## src/sv/mrs_pkg.sv

```systemverilog
// ----------------------------------------------------------------------------
// mrs_pkg
// Shared types and constants of the marginal regression slope block.
// ----------------------------------------------------------------------------
package mrs_pkg;

  localparam int MAX_OBS_DEF = 32768;
  localparam int X_W         = 24;
  localparam int SUMX_W      = 40;
  localparam int SUMQ_W      = 64;
  localparam int PROD_W      = 2 * X_W;
  localparam int ALU_W       = 224;
  localparam int RES_FRAC    = 24;
  localparam int OUT_W       = 48;
  localparam int STD_W       = 47;

  localparam logic [ALU_W-1:0] POS_LIM = ALU_W'(48'h7FFF_FFFF_FFFF);
  localparam logic [ALU_W-1:0] NEG_LIM = ALU_W'(48'h8000_0000_0000);

  typedef enum logic [1:0] {
    ST_OK    = 2'd0,
    ST_FEW   = 2'd1,
    ST_FLAT  = 2'd2,
    ST_EXACT = 2'd3
  } status_e;

  typedef enum logic [2:0] {
    OP_MUL  = 3'b001,
    OP_DIV  = 3'b010,
    OP_SQRT = 3'b100
  } alu_op_e;

  typedef struct packed {
    logic    start;
    alu_op_e op;
    logic    sub;
  } alu_req_t;

  typedef struct packed {
    logic start;
    logic pair;
    logic clear;
  } acc_ctl_t;

  function automatic logic [ALU_W-1:0] sat(input logic [ALU_W-1:0] v,
                                           input logic [ALU_W-1:0] lim);
    return (v > lim) ? lim : v;
  endfunction

endpackage

```

## src/sv/mrs_accum.sv

```systemverilog
// ----------------------------------------------------------------------------
// mrs_accum
// Pair count and running sums, one shared 24x24 multiplier over three steps.
// ----------------------------------------------------------------------------
module mrs_accum #(
  parameter int MAX_OBS = mrs_pkg::MAX_OBS_DEF,
  parameter int CNT_W   = $clog2(MAX_OBS + 1)
) (
  input  logic                               clk_i,
  input  logic                               rst_ni,
  input  mrs_pkg::acc_ctl_t                  ctl_i,
  input  logic signed [mrs_pkg::X_W-1:0]     x_i,
  input  logic signed [mrs_pkg::X_W-1:0]     y_i,
  output logic                               busy_o,
  output logic [CNT_W-1:0]                   count_o,
  output logic [mrs_pkg::SUMX_W-1:0]         sum_x_o,
  output logic [mrs_pkg::SUMX_W-1:0]         sum_y_o,
  output logic [mrs_pkg::SUMQ_W-1:0]         sum_xx_o,
  output logic [mrs_pkg::SUMQ_W-1:0]         sum_xy_o,
  output logic [mrs_pkg::SUMQ_W-1:0]         sum_yy_o
);
  import mrs_pkg::*;

  typedef enum logic [4:0] {
    A_IDLE = 5'b00001,
    A_XX   = 5'b00010,
    A_XY   = 5'b00100,
    A_YY   = 5'b01000,
    A_ADD  = 5'b10000
  } acc_state_e;

  acc_state_e state_q, state_d;
  logic signed [X_W-1:0]    x_q, y_q, ma, mb;
  logic signed [PROD_W-1:0] prod_q;
  logic [SUMQ_W-1:0]        prod_ext;
  logic [CNT_W-1:0]         count_q;
  logic [SUMX_W-1:0]        sum_x_q, sum_y_q;
  logic [SUMQ_W-1:0]        sum_xx_q, sum_xy_q, sum_yy_q;
  logic                     take;

  assign take     = ctl_i.start && ctl_i.pair && (count_q < CNT_W'(MAX_OBS));
  assign ma       = (state_q == A_YY) ? y_q : x_q;
  assign mb       = (state_q == A_XX) ? x_q : y_q;
  assign prod_ext = {{(SUMQ_W-PROD_W){prod_q[PROD_W-1]}}, prod_q};

  always_comb begin
    state_d = state_q;
    case (state_q)
      A_IDLE: if (take) state_d = A_XX;
      A_XX:   state_d = A_XY;
      A_XY:   state_d = A_YY;
      A_YY:   state_d = A_ADD;
      A_ADD:  state_d = A_IDLE;
      default: state_d = A_IDLE;
    endcase
  end

  always_ff @(posedge clk_i or negedge rst_ni) begin
    if (!rst_ni) begin
      state_q  <= A_IDLE;
      count_q  <= '0;
      sum_x_q  <= '0;
      sum_y_q  <= '0;
      sum_xx_q <= '0;
      sum_xy_q <= '0;
      sum_yy_q <= '0;
    end else if (ctl_i.clear) begin
      state_q  <= A_IDLE;
      count_q  <= '0;
      sum_x_q  <= '0;
      sum_y_q  <= '0;
      sum_xx_q <= '0;
      sum_xy_q <= '0;
      sum_yy_q <= '0;
    end else begin
      state_q <= state_d;
      if (take) begin
        count_q <= count_q + CNT_W'(1);
        sum_x_q <= sum_x_q + {{(SUMX_W-X_W){x_i[X_W-1]}}, x_i};
        sum_y_q <= sum_y_q + {{(SUMX_W-X_W){y_i[X_W-1]}}, y_i};
      end
      case (state_q)
        A_XY:  sum_xx_q <= sum_xx_q + prod_ext;
        A_YY:  sum_xy_q <= sum_xy_q + prod_ext;
        A_ADD: sum_yy_q <= sum_yy_q + prod_ext;
        default: ;
      endcase
    end
  end

  always_ff @(posedge clk_i) begin
    if (take) begin
      x_q <= x_i;
      y_q <= y_i;
    end
    prod_q <= ma * mb;
  end

  assign busy_o   = (state_q != A_IDLE);
  assign count_o  = count_q;
  assign sum_x_o  = sum_x_q;
  assign sum_y_o  = sum_y_q;
  assign sum_xx_o = sum_xx_q;
  assign sum_xy_o = sum_xy_q;
  assign sum_yy_o = sum_yy_q;

endmodule

```

## config.mk

```make
export PLATFORM = sky130hd
export DESIGN_NAME = mrs_accum
export DESIGN_NICKNAME = d
export VERILOG_FILES = /design/src/sv/mrs_pkg.sv /design/src/sv/mrs_accum.sv
export SDC_FILE = /design/constraint.sdc
export NUM_CORES = 2
export LEC_CHECK = 0
export BUFFER_PORTS_ARGS = -buffer_cell sky130_fd_sc_hd__clkbuf_2
export CAP_MARGIN = 5
export CORE_MARGIN = 3
export CORE_UTILIZATION = 64
export DETAILED_ROUTE_END_ITERATION = 8
export PLACE_DENSITY = 0.84
export SYNTH_ARGS = -nofsm -noshare
export SYNTH_HDL_FRONTEND = slang
export SYNTH_SLANG_ARGS = --single-unit
```

## constraint.sdc

```tcl
create_clock -name clk_i -period 11.3 [get_ports clk_i]
set_input_delay 0.565 -clock clk_i [delete_from_list [all_inputs] [get_ports clk_i]]
set_output_delay 0.565 -clock clk_i [all_outputs]
set_load 0.02 [all_outputs]
```

[Yosys cells after proc, flatten, opt, wreduce, memory -nomap -nowiden]
Cells that the tools add are included.
Word-level totals
  output and inout bits: 289
  register bits: 389
  logic and storage cells: 48
Cells by class
  reduce and logical (&&, ||, !) cells: 6
  add/sub/neg operators: 6
  multiply operators: 1
  magnitude comparators: 1
  muxes and demuxes: 17
  equality and inequality tests: 7
Operator list (count)
  $mux W64: 6
  $add A64 B64 Y64: 3
  $mux W40: 4
  $add A40 B40 Y40: 2
  $mul A24 B24 Y48: 1
  $mux W24: 2
  $mux W16: 2
  $pmux W5 S4: 1
  $add A16 B1 Y16 const B: 1
  $lt A16 B16 Y1 const B: 1
  $mux W5: 2
  $reduce_bool A2 Y1: 4
  $eq A5 B1 Y1 const B: 1
  $eq A5 B2 Y1 const B: 1
  $eq A5 B3 Y1 const B: 1
  $eq A5 B4 Y1 const B: 1
  $eq A5 B5 Y1 const B: 1
  $ne A5 B1 Y1 const B: 1
  $ne A3 B3 Y1 const B: 1
  $logic_and A1 B1 Y1: 2

[Logic depth before layout (Yosys ltp)]
  word-level depth: 5
  mapped depth: 36
  mapped depth without buffers: 33

[Least setup slack after synthesis]
No wires, ideal clock.
  path type: reg2reg
  start: register state_q[0]
  end: register prod_q[46]
  clock period less this slack: 8.304 ns
  setup slack: 2.996 ns
  cell stages (with the launch flop): 33
  buffers on the path: 3
  library setup time: 0.072 ns
  data required time: 11.228 ns
  arrival: 8.232 ns
  path through: dfstp_2 nand3b_1 buf_1 buf_1 mux2i_1 clkbuf_1 nor2_1 fa_1 inv_1 fa_1 inv_1 fa_1 inv_1 fa_1 inv_1 fa_1 fa_1 inv_1 fa_1 inv_1 ha_1 nand4_1 o221ai_1 a2111oi_0 a21oi_1 a21oi_1 o31ai_1 o21ai_1 nand2b_1 a21o_1 a21o_1 a21oi_1 xnor2_1
Between the ends
  word-level cells in the longest chain between the ends: 3
RTL lines
  start, declared: RTL line mrs_accum.sv:32  | acc_state_e state_q, state_d;
  start signal, assigned: RTL line mrs_accum.sv:76  | state_q <= state_d;
  $eq A5 B4 Y1 or $eq A5 B2 Y1 (tied branches): RTL line mrs_accum.sv:42, mrs_accum.sv:43
  $mux W24, on equally long branches: RTL line mrs_accum.sv:42, mrs_accum.sv:43
  $mul A24 B24 Y48 (*): RTL line mrs_accum.sv:96  | prod_q <= ma * mb;
  end signal, assigned: RTL line mrs_accum.sv:96
  end, declared: RTL line mrs_accum.sv:34  | logic signed [PROD_W-1:0] prod_q;
Mark *: on every way between the ends. The rest lies on a longest branch, timed or not.
A chain may end at the register's enable or synchronous reset.

[Worst setup path in the final report]
  start: register state_q[1]
  end: register prod_q[46]
Same word-level chain as after synthesis.

==> out/metrics.yaml <==
crit_top_cell: "fa_1"
die_h_um: 285
r2r_slack_ns: 1.12
fin_worst_skew_ns: 0.0691
relSlewSlack_pct: 5.09
netlist_area_um2: 49700
worst-slew-pin-transition_ns: 1.42
r2r_start: "state_q[1]"
hold_path_depth: 1
hold_buffers: 1
tns_ns: 0
post_cts_resized: 0
post_cts_buffers: 0
drc: 0
synth-edff-count: 48
arrival_ns: 10.69
dieWidth_um: 285
grt_pass1_wl_um: 237000
period_minus_slack_ns: 10.18
grt_max_degree: 137
path_clk_slew_ns: 0.07
cpMaxStageDelayCell: "nor3b_2"
min_to: "x_q[19]"
netlist.area_leader.share_pct: 24.7
place.port_buffers: 341
num_vias: 43032
htree_levels: 2
avgSynthCellArea_um2: 8.61
ys.warnings.count: 0
critPathMaxFanout: 13
fp-row-count: 101
ys.flop_type: "dfrtp_1"
min-delay-start: "x_i[19]"
synth_cell_types: 109
yosysSeqAreaShare_pct: 19.6
hold_viol: 0
synth.area.top_cells: "fa_1 25%, dfrtp_1 15%, ha_1 10%"
critPathCaptureType: "flop"
final_cells: 7039
grt_usage_pct: 36.9
wl_um: 150000
io_pins: 342
synth_top_area_cell: "fa_1"
r2r.worst_path.cells: 25
stdcell_area_um2: 53900
startpoint_type: "flop"
outcome: "finished clean"
clock_sinks: 389
place_area_um2: 52300
die-area_um2: 81000
cts_buffers: 46
max-cap-violations: 0
post-route-util_pct: 70.5
syn_to_final_growth_pct: 8.52
required_ns: 11.81
ant_nets: 0
syn_nets: 6831
slowest_delay_ns: 1.12
slew_viol_final: 0
drt_iter0_markers: 3913
ys_ff_latch: 389
hold_class: "in -> reg"
cts-root-buf: "clkbuf_16"
r2r_end: "prod_q[46]"
via_per_inst: 6.11
synth_cells: 5764
setup-violations-final: 0
clock_latency_ns: 0.64
final_layout_size_suffix_gt1_share_pct: 9.77
min_period_over_period_pct: 90.1
grt_overflow: 0
routedWlPerCell_um: 21.3
cts_buffer_depth: 3
rsz0062_at_grt: "no"
initial_core_util_pct: 64.9
placed_cells: 6951
first_pass_iters: 6
grt_pass1_vias: 43353
gp_congestion: 1.05
coreArea_um2: 76500
finalNetCount: 7037
dp_hpwl_um: 118000
antenna_found_initial: 0
ys_async_sr_fraction_pct: 75.3
crit_type: "reg -> reg"
cts_tree: "yes"
max_freq_mhz: 98.2
## how the worst max path moves through the flow
stage                    start         end
floorplan           state_q[0]  prod_q[46]
global placement    state_q[1]  prod_q[46]
detailed placement  state_q[1]  prod_q[46]
CTS                 state_q[1]  prod_q[46]
global route        state_q[1]  prod_q[46]
finish              state_q[1]  prod_q[46]
## per-layer routing
| metal | up-vias | part of all wire, % | GRT usage [%] |
|---|---|---|---|
| met5 | - | 0 | 0 |
| met4 | 0 | 7.1 | 21.1 |
| met3 | 574 | 9.7 | 7.18 |
| met2 | 2230 | 46 | 59.2 |
| met1 | 20771 | 37 | 47.1 |
| li1 | 19457 | - | - |
## cell usage in the layout, fill, tap and decap left out, types with 11 or more instances in the layout
cell type    n
inv_1      669
a211oi_1    49
o21bai_1    42
clkbuf_2   339
a21oi_1    522
xnor2_1    183
buf_4       56
a21boi_0    11
and2_1      22
xor2_1     109
mux2_2      18
clkbuf_16   46
dfxtp_1     47
nand2_1    906
and3_1      36
nor2b_1     35
fa_1       612
o31ai_1     19
dfrtp_1    292
a21o_1     215
ha_1       402
nor3_1      48
edfxtp_1    48
mux2i_1     41
nor2_1     521
nand2b_1    53
a31oi_1     35
nand3_1     81
o211ai_1    12
or3_1       17
o21ai_1     22
nand4_1     44
o21ai_0    156
o21a_1      32
## flip-flops by register name (all words and copies together) (netlist names)
register  flops
state_q       5
sum_xy_o     64
sum_y_o      40
sum_x_o      40
x_q          24
sum_xx_o     64
prod_q       48
y_q          24
count_o      16
sum_yy_o     64
## worst max-delay path, delay by kind of cell (launching register included)
family	cells	cell delay (ns)
fa+ha+maj	8	4.57
simple gates	5	2.05
compound gates	8	1.43
mux	1	1.00
buf+inv	2	0.47
flops	1	0.43
xor+xnor	1	0.13
## layout make-up
type                    instances  area [um^2]
multi-input cells            4462        36500
fillers                      5882        22600
flip-flops and latches        389         9740
inverters                     671         2520
repair buffers                400         2200
clock buffers                  63         1310
well taps                    1030         1290
clock inverters                23          298
diodes                          1         2.50
## synth_stat cells, types with 49 or more instances
master / n
a21o_1: 215
nand2_1: 906
fa_1: 612
a211oi_1: 49
xnor2_1: 183
ha_1: 402
o21ai_0: 156
a21oi_1: 522
xor2_1: 109
dfrtp_1: 292
nand3_1: 82
mux2i_1: 50
inv_1: 669
clkbuf_1: 209
nor2_1: 521
nand2b_1: 53
## kinds of logic (layout without fill, tap and decap cells)
logic type | after synthesis | after routing | share of synthesized area, %
buf+inv | 913 | 1157 | 6.92
compound gates | 1250 | 1250 | 16.3
mux | 68 | 68 | 1.42
other cells | 0 | 1 | 0
simple gates | 1838 | 1838 | 15.8
xor+xnor | 292 | 292 | 5.15
fa+ha+maj | 1014 | 1014 | 34.8
flops | 389 | 389 | 19.6
## through the flow
step	hold slack [ns]	setup slack, ns
2_1_floorplan	0.269	3.00
3_3_place_gp	0.504	1.71
3_5_place_dp	0.517	1.36
4_1_cts	0.157	1.25
5_1_grt	0.167	0.649
6_report	0.175	1.12
Power is left out: the tool's default activity adds up to more than one toggle a clock period on the data nets, which glitch-free logic cannot reach.
