**config.mk**
```make
export PLATFORM = sky130hd
export DESIGN_NAME = mrs_alu
export DESIGN_NICKNAME = d
export VERILOG_FILES = /design/src/sv/mrs_pkg.sv /design/src/sv/mrs_alu.sv
export SDC_FILE = /design/constraint.sdc
export NUM_CORES = 2
export LEC_CHECK = 0
export BUFFER_PORTS_ARGS = -buffer_cell sky130_fd_sc_hd__buf_4
export CAP_MARGIN = 40
export CORE_ASPECT_RATIO = 1.2
export CORE_MARGIN = 1.5
export CORE_UTILIZATION = 45
export CTS_CLUSTER_DIAMETER = 150
export DETAILED_ROUTE_END_ITERATION = 10
export PLACE_DENSITY = 0.66
export SETUP_SLACK_MARGIN = 0.1
export SYNTH_ARGS = -nofsm -noshare
export SYNTH_HDL_FRONTEND = slang
export SYNTH_SLANG_ARGS = --single-unit
```
**constraint.sdc**
```tcl
create_clock -name clk_i -period 20.8 [get_ports clk_i]
set_input_delay 3.12 -clock clk_i [delete_from_list [all_inputs] [get_ports clk_i]]
set_output_delay 3.12 -clock clk_i [all_outputs]
set_load 0.05 [all_outputs]
```
**src/sv/mrs_pkg.sv**
```systemverilog
// ----------------------------------------------------------------------------
// mrs_pkg
// Shared types and constants of the marginal regression slope block.
// ----------------------------------------------------------------------------
package mrs_pkg;

  localparam int MAX_OBS_DEF = 32768;
  localparam int X_W         = 24;
  localparam int SUMX_W      = 40;
  localparam int SUMQ_W      = 64;
  localparam int PROD_W      = 2 * X_W;
  localparam int ALU_W       = 224;
  localparam int RES_FRAC    = 24;
  localparam int OUT_W       = 48;
  localparam int STD_W       = 47;

  localparam logic [ALU_W-1:0] POS_LIM = ALU_W'(48'h7FFF_FFFF_FFFF);
  localparam logic [ALU_W-1:0] NEG_LIM = ALU_W'(48'h8000_0000_0000);

  typedef enum logic [1:0] {
    ST_OK    = 2'd0,
    ST_FEW   = 2'd1,
    ST_FLAT  = 2'd2,
    ST_EXACT = 2'd3
  } status_e;

  typedef enum logic [2:0] {
    OP_MUL  = 3'b001,
    OP_DIV  = 3'b010,
    OP_SQRT = 3'b100
  } alu_op_e;

  typedef struct packed {
    logic    start;
    alu_op_e op;
    logic    sub;
  } alu_req_t;

  typedef struct packed {
    logic start;
    logic pair;
    logic clear;
  } acc_ctl_t;

  function automatic logic [ALU_W-1:0] sat(input logic [ALU_W-1:0] v,
                                           input logic [ALU_W-1:0] lim);
    return (v > lim) ? lim : v;
  endfunction

endpackage

```
**src/sv/mrs_alu.sv**
```systemverilog
// ----------------------------------------------------------------------------
// mrs_alu
// Wide serial unit: shift-add multiply-accumulate, restoring divide and
// digit-by-digit square root over one shared adder.
// ----------------------------------------------------------------------------
module mrs_alu (
  input  logic                       clk_i,
  input  logic                       rst_ni,
  input  mrs_pkg::alu_req_t          req_i,
  input  logic [mrs_pkg::ALU_W-1:0]  a_i,
  input  logic [mrs_pkg::ALU_W-1:0]  b_i,
  input  logic [mrs_pkg::ALU_W-1:0]  c_i,
  output logic                       done_o,
  output logic [mrs_pkg::ALU_W-1:0]  res_o
);
  import mrs_pkg::*;

  localparam int W  = ALU_W;
  localparam int CW = $clog2(W + 1);

  alu_op_e        op_q;
  logic           sub_q, busy_q, done_q;
  logic [CW-1:0]  cnt_q;
  logic [W-1:0]   acc_q, opa_q, opb_q;
  logic [W:0]     rem_q, trial, add_x, add_y;
  logic [W+1:0]   sum;
  logic           inv, ge, last_it;

  always_comb begin
    trial = (op_q == OP_SQRT) ? {rem_q[W-2:0], acc_q[W-1:W-2]}
                              : {rem_q[W-1:0], acc_q[W-1]};
    case (op_q)
      OP_MUL: begin
        add_x = {1'b0, acc_q};
        add_y = {1'b0, opa_q};
        inv   = sub_q;
      end
      OP_DIV: begin
        add_x = trial;
        add_y = {1'b0, opb_q};
        inv   = 1'b1;
      end
      default: begin
        add_x = trial;
        add_y = {opa_q[W-2:0], 2'b01};
        inv   = 1'b1;
      end
    endcase
    sum     = {1'b0, add_x} + {1'b0, add_y ^ {(W+1){inv}}} + (W+2)'(inv);
    ge      = sum[W+1];
    last_it = (cnt_q == CW'(1));
  end

  always_ff @(posedge clk_i or negedge rst_ni) begin
    if (!rst_ni) begin
      busy_q <= 1'b0;
      done_q <= 1'b0;
    end else begin
      done_q <= 1'b0;
      if (req_i.start) begin
        busy_q <= 1'b1;
      end else if (busy_q) begin
        if ((op_q == OP_MUL) ? (opb_q == '0) : last_it) begin
          busy_q <= 1'b0;
          done_q <= 1'b1;
        end
      end
    end
  end

  always_ff @(posedge clk_i) begin
    if (req_i.start) begin
      op_q  <= req_i.op;
      sub_q <= req_i.sub;
      rem_q <= '0;
      cnt_q <= (req_i.op == OP_DIV) ? CW'(W) : CW'(W / 2);
      case (req_i.op)
        OP_MUL: begin
          acc_q <= c_i;
          opa_q <= a_i;
          opb_q <= b_i;
        end
        OP_DIV: begin
          acc_q <= a_i;
          opb_q <= b_i;
        end
        default: begin
          acc_q <= a_i;
          opa_q <= '0;
        end
      endcase
    end else if (busy_q) begin
      case (op_q)
        OP_MUL: begin
          if (opb_q[0]) acc_q <= sum[W-1:0];
          opa_q <= {opa_q[W-2:0], 1'b0};
          opb_q <= {1'b0, opb_q[W-1:1]};
        end
        OP_DIV: begin
          rem_q <= ge ? sum[W:0] : trial;
          acc_q <= {acc_q[W-2:0], ge};
          cnt_q <= cnt_q - CW'(1);
        end
        default: begin
          rem_q <= ge ? sum[W:0] : trial;
          acc_q <= {acc_q[W-3:0], 2'b00};
          opa_q <= {opa_q[W-2:0], ge};
          cnt_q <= cnt_q - CW'(1);
        end
      endcase
    end
  end

  assign done_o = done_q;
  assign res_o  = (op_q == OP_SQRT) ? opa_q : acc_q;

endmodule

```
Yosys cells after proc, flatten, opt, wreduce, memory -nomap -nowiden
Cells that the tools add are included.
Word-level totals
  output and inout bits: 225
  register bits: 910
  logic and storage cells: 64
Cells by class
  eq/ne operators: 11
  reductions and logical operators: 9
  mux-type cells: 30
  $add $sub $neg: 3
  bitwise logic cells: 2
Operators with widths (number)
  2-to-1 mux 224 bit: 12
  one-hot mux 224 bit (2 select lines): 3
  2-to-1 mux 225 bit: 2
  one-hot mux 225 bit (2 select lines): 1
  adder 225 x 225 -> 226 bit: 1
  adder 226 x 1 -> 226 bit: 1
  bitwise XOR 225 bit: 1
  zero test 224 bit: 1
  2-to-1 mux 8 bit: 4
  equality test 8 x 1 -> 1 bit, second input constant: 1
  2-to-1 mux 1 bit: 8
  inequality test 2 bit, second input constant: 4
  subtractor 8 x 1 -> 8 bit, second input constant: 1
  equality test 3 x 1 -> 1 bit, second input constant: 2
  equality test 3 x 2 -> 1 bit, second input constant: 2
  AND reduction 2 bit: 3
  AND reduction 3 bit: 2
  nonzero test 2 bit: 2
  equality test 3 bit, second input constant: 1
  inequality test 3 bit, second input constant: 1
  OR reduction 2 bit: 1
  NOT 1 bit: 1

Longest topological paths before layout
  word-level depth: 9
  mapped depth: 28
  gate-level depth less buffers: 20

Worst setup path before layout
Ideal clock, no wire load.
  kind: input to register
  start point: input port req_i[4] (netlist name)
  end point: register opa_q[0] (enable)
  setup slack: 640 ps
  required time: 19682 ps
  buffers on the path: 1
  cell stages on the path: 3
  data arrival time: 19042 ps
  library setup time: 1118 ps
  cells stage by stage: clkbuf_1 -> nand2b_1 -> o21ai_0
Between the ends
  longest elaborated chain between the ends: 2
  elaborated cells on any way between the ends: 4
  those cells by class: 2 x eq/ne; 2 x reduce/logical
RTL lines
  start: declaration: line mrs_alu.sv:9  | input mrs_pkg::alu_req_t req_i,
  inequality test 2 bit (no line) / nonzero test 2 bit (equally long branches)
  AND reduction 3 bit (no line) *
  end signal: assignment: line mrs_alu.sv:80  | opa_q <= a_i;
  end signal: assignment: line mrs_alu.sv:96  | opa_q <= {opa_q[W-2:0], 1'b0};
  end signal: assignment: line mrs_alu.sv:107  | opa_q <= {opa_q[W-2:0], ge};
  end: declaration: line mrs_alu.sv:24  | logic [W-1:0] acc_q, opa_q, opb_q;
Mark *: on every way between the ends. The rest lies on a longest branch, timed or not.
A chain may end at the register's enable or synchronous reset.

Worst setup path in the final report
  start point: register op_q[2]
  end point: register rem_q[208]
Between the ends
  longest elaborated chain between the ends: 6
  elaborated cells on any way between the ends: 13
  those cells by class: 2 x add/sub; 3 x eq/ne; 5 x mux; 2 x bitwise; 1 x reduce/logical
RTL lines
  start: declaration: line mrs_alu.sv:21  | alu_op_e op_q;
  start signal: assignment: line mrs_alu.sv:73  | op_q <= req_i.op;
  equality test 3 x 2 -> 1 bit (tied with other cells): line mrs_alu.sv:32, mrs_alu.sv:93
  one-hot mux 225 bit (2 select lines) (tied with other cells): line mrs_alu.sv:32  | case (op_q)
  bitwise XOR 225 bit / 2-to-1 mux 225 bit (equally long branches): line mrs_alu.sv:49, mrs_alu.sv:32
  adder 225 x 225 -> 226 bit: line mrs_alu.sv:49  | sum = {1'b0, add_x} + {1'b0, add_y ^ {(W+1){inv}}} + (W+2)'(inv);
  adder 226 x 1 -> 226 bit: line mrs_alu.sv:49
  2-to-1 mux 224 bit: line mrs_alu.sv:100, mrs_alu.sv:105
  end signal: assignment: line mrs_alu.sv:100  | rem_q <= ge ? sum[W:0] : trial;
  end signal: assignment: line mrs_alu.sv:105  | rem_q <= ge ? sum[W:0] : trial;
  end: declaration: line mrs_alu.sv:25  | logic [W:0] rem_q, trial, add_x, add_y;
Parallel ways exist; a longest one is shown, timed or not.

==> run metrics <==
die width=375 um; post-synthesis cell type count=92; unrepaired setup endpoints after global routing=no; TritonCTS Buffers=roughly 100; period utilization=47.8%; final hold viol count=0; final wirelength=353000 um; die extent in y=around 450 um; Cell Area, Placed=83000 um^2; maximum buffer depth of the clock tree=3; ordered cell list for the critical path=or3b_4 -> buf_4 -> buf_4 -> buf_4 -> buf_16 -> mux2i_1 -> a21oi_1 -> ha_1 -> nand4_1 -> nor3_1 -> nand2_1 -> nor3_1 -> nand3_1 -> o41ai_2 -> a21o_4 -> buf_12 -> nand2b_4 -> nor2_1 -> a221o_1; 1st-pass router iterations=6; die area=between 150000 and 200000 um^2; Reg clk slew, reported paths=60 ps; hpwl dp=270000 um; Fmax achieved=0.101 GHz; Final Critical Period=9940 ps; Post-Syn Instances=roughly 9700; clock sink count=910; CP Launch Type=flop; actual slew at the worst max-slew pin=1060 ps; H-Tree Depth=3; CP max stage cell=buf_4; post-synthesis sequential area ratio=33.5%; Worst Path Arrival=10590 ps; Final Instance Area=86700 um^2; Post-route DRC=0; Post-synth EDFFs=about 680; global-route usage over all layers=between 40 and 50%; YS warnings=0; core region area=165000 um^2; crit-path max cell delay=860 ps; Skew-Pair Late Insertion Delay=770 ps; clk_skew=38.0 ps; total gr overflow=0; Peak VDD IR=0.0000884 V; Starting Density=45.4%; hold path cells=2; P&R area growth vs syn=15.9%; drt first-iter violations=around 8600; pwr/cell area=between 100 and 150 nW/um^2; Yosys top cell by area=edfxtp_1; endpoints failing setup=0; Slew Viols, Final=0; #FFs+latches synth=a little over 900; Final nets=11033; CTS root buf=clkbuf_16; Cell Count, Final, Fillers Out=12392; routed length per instance=28.5 um; first-pass GRT wire length=513000 um; port buffer count=between 900 and 1000; HP Class=flop to flop; Crit. End Element=flop; # fillers=between 15000 and 20000; DP Cell Count=~12000; Final ANT Viol Nets=0; status=finished clean; Rows=163; IO Count=904; via/cell ratio=6.53; Post-CTS Setup Inserts=0; crit-path leading delay family=simple AND/OR/NAND/NOR gates; most numerous cell on the critical path=buf_4; vias in the first global route=78108; layout cells sized above 1=14.8%; Cell Area, Synth=74800 um^2; Synth Net Count=10621; worst path bufs/invs=5; via count=80868; Slew headroom=29.2%; top cell type's share of synthesized area=27.5%; largest fanout on the critical path=137; Sum Neg Setup Slack=0 ps; CTS tree=done; Syn Area/Cell=7.70 um^2; Main synth FF type=edfxtp_1; leakage=around 35 nW; WP data required=21450 ps; kind of critical path=flop to flop; max_cap viols=0; CTS Hold Buffers Added=0; placer congestion estimate=1.04; number of cells on the critical path=19; PostCTS Resize Cnt=0; Async SR Flop Fraction=less than 1%; Synth area leaders=edfxtp_1, a21oi_1, nand2_1; initial antenna violation count=50; worst r2r path cells=19; largest net degree at the start of global routing=184
[registers in the layout, summed over array words and instances (netlist names)]
signal and flops:
opa_q 224, cnt_q 8, acc_q 224, opb_q 224, busy_q 1, done_o 1
rem_q 224, sub_q 1, op_q 3
[cells by family (layout without fill, tap and decap cells)]
group | count (synthesis) | count (layout) | synth area share, %
AND/OR/NAND/NOR | 3064 | 3064 | 17.4
other | 0 | 29 | 0
buffers and inverters | 1051 | 1554 | 5.42
flip-flops | 910 | 910 | 33.5
adder cells (fa/ha/maj) | 227 | 227 | 3.81
AO/OA/AOI/OAI | 3714 | 3714 | 29.8
multiplexers | 522 | 522 | 7.36
XOR/XNOR | 227 | 227 | 2.66
[through the flow]
step	utilization (%)	setup WS (ps)	total power, W	hold slack (ps)
final	52.6	10860	0.00981	477
after global placement	50.0	10710	0.00767	459
after CTS	52.5	11130	0.00969	478
after detailed placement	50.4	11130	0.00771	466
after floorplan	-	640	0.00587	445
after global routing	52.6	10570	0.0102	498
[final cells by class]
| cell class | instances | area [um^2] | share of cell area, % |
|---|---|---|---|
| Clock buffer | 139 | 2920 | 3.37 |
| Multi-Input combinational cell | 7754 | 45800 | 52.9 |
| Timing Repair Buffer | 1054 | 8340 | 9.62 |
| Tap cell | 2145 | 2680 | 3.10 |
| Sequential cell | 910 | 25100 | 28.9 |
| Inverter | 303 | 1140 | 1.31 |
| Clock inverter | 58 | 627 | 0.723 |
| Antenna cell | 29 | 72.6 | 0.0837 |
[report_power, final]
part	switching, W	internal [W]	total (W)
Sequential	0.000294	0.00228	0.00258
Combinational	0.00361	0.00165	0.00525
Clock	0.000869	0.00111	0.00198
Total	0.00477	0.00504	0.00981
[layer usage]
layer / wire length (um) / track usage [%]
met3: 28500 / 7.08
met5: 174 / 0
met4: 22200 / 22.9
met2: 168000 / 66.9
met1: 134000 / 48.4
[worst min-delay path: cells and delay by family (launching register included)]
family | cells | cell delay (ps)
DFF | 1 | 320
and+or+nand+nor | 1 | 50
AOI/OAI and AO/OA | 1 | 60
[cells in the final DEF, fill, tap and decap left out, types with 49 or more instances in the layout]
cell type | netlist | final
a21o_1 | 75 | 74
nor4_1 | 83 | 77
xnor2_1 | 133 | 133
a22oi_1 | 92 | 92
nand3_1 | 273 | 273
o21bai_1 | 283 | 283
a21oi_1 | 1284 | 1282
inv_1 | 303 | 303
nand4_1 | 148 | 148
edfxtp_1 | 684 | 684
buf_4 | 5 | 1002
mux2_2 | 224 | 224
nor3_1 | 119 | 119
nand2_1 | 1592 | 1591
o21ai_0 | 1141 | 1139
a211oi_1 | 75 | 75
a31oi_1 | 239 | 239
a221oi_1 | 49 | 49
a221o_1 | 115 | 115
clkbuf_16 | 0 | 108
mux2i_1 | 298 | 298
dfxtp_1 | 224 | 224
nor2_1 | 695 | 691
a22o_1 | 133 | 133
ha_1 | 226 | 226
xor2_1 | 94 | 94
[synth_stat cells (226+ instances only)]
cell,instances
inv_1,303
mux2i_1,298
nand3_1,273
nor2_1,695
a31oi_1,239
edfxtp_1,684
nand2_1,1592
clkbuf_1,630
ha_1,226
a21oi_1,1284
o21ai_0,1141
o21bai_1,283
[final timing paths]
path                                        start                 endpoint  slack, ps
setup reg to reg                op_q[2]$_DFFE_PP_  rem_q[208]$_SDFFE_PP0P_      10860
hold reg to reg            rem_q[67]$_SDFFE_PP0P_   rem_q[67]$_SDFFE_PP0P_        480
max in group asynchronous                  rst_ni         busy_q$_DFF_PN0_      18520
hold / removal             rem_q[67]$_SDFFE_PP0P_   rem_q[67]$_SDFFE_PP0P_        480
min in group asynchronous                  rst_ni         done_o$_DFF_PN0_       2160
setup / recovery                op_q[2]$_DFFE_PP_  rem_q[208]$_SDFFE_PP0P_      10860
No activity file was read; power rests on OpenSTA's default activity.
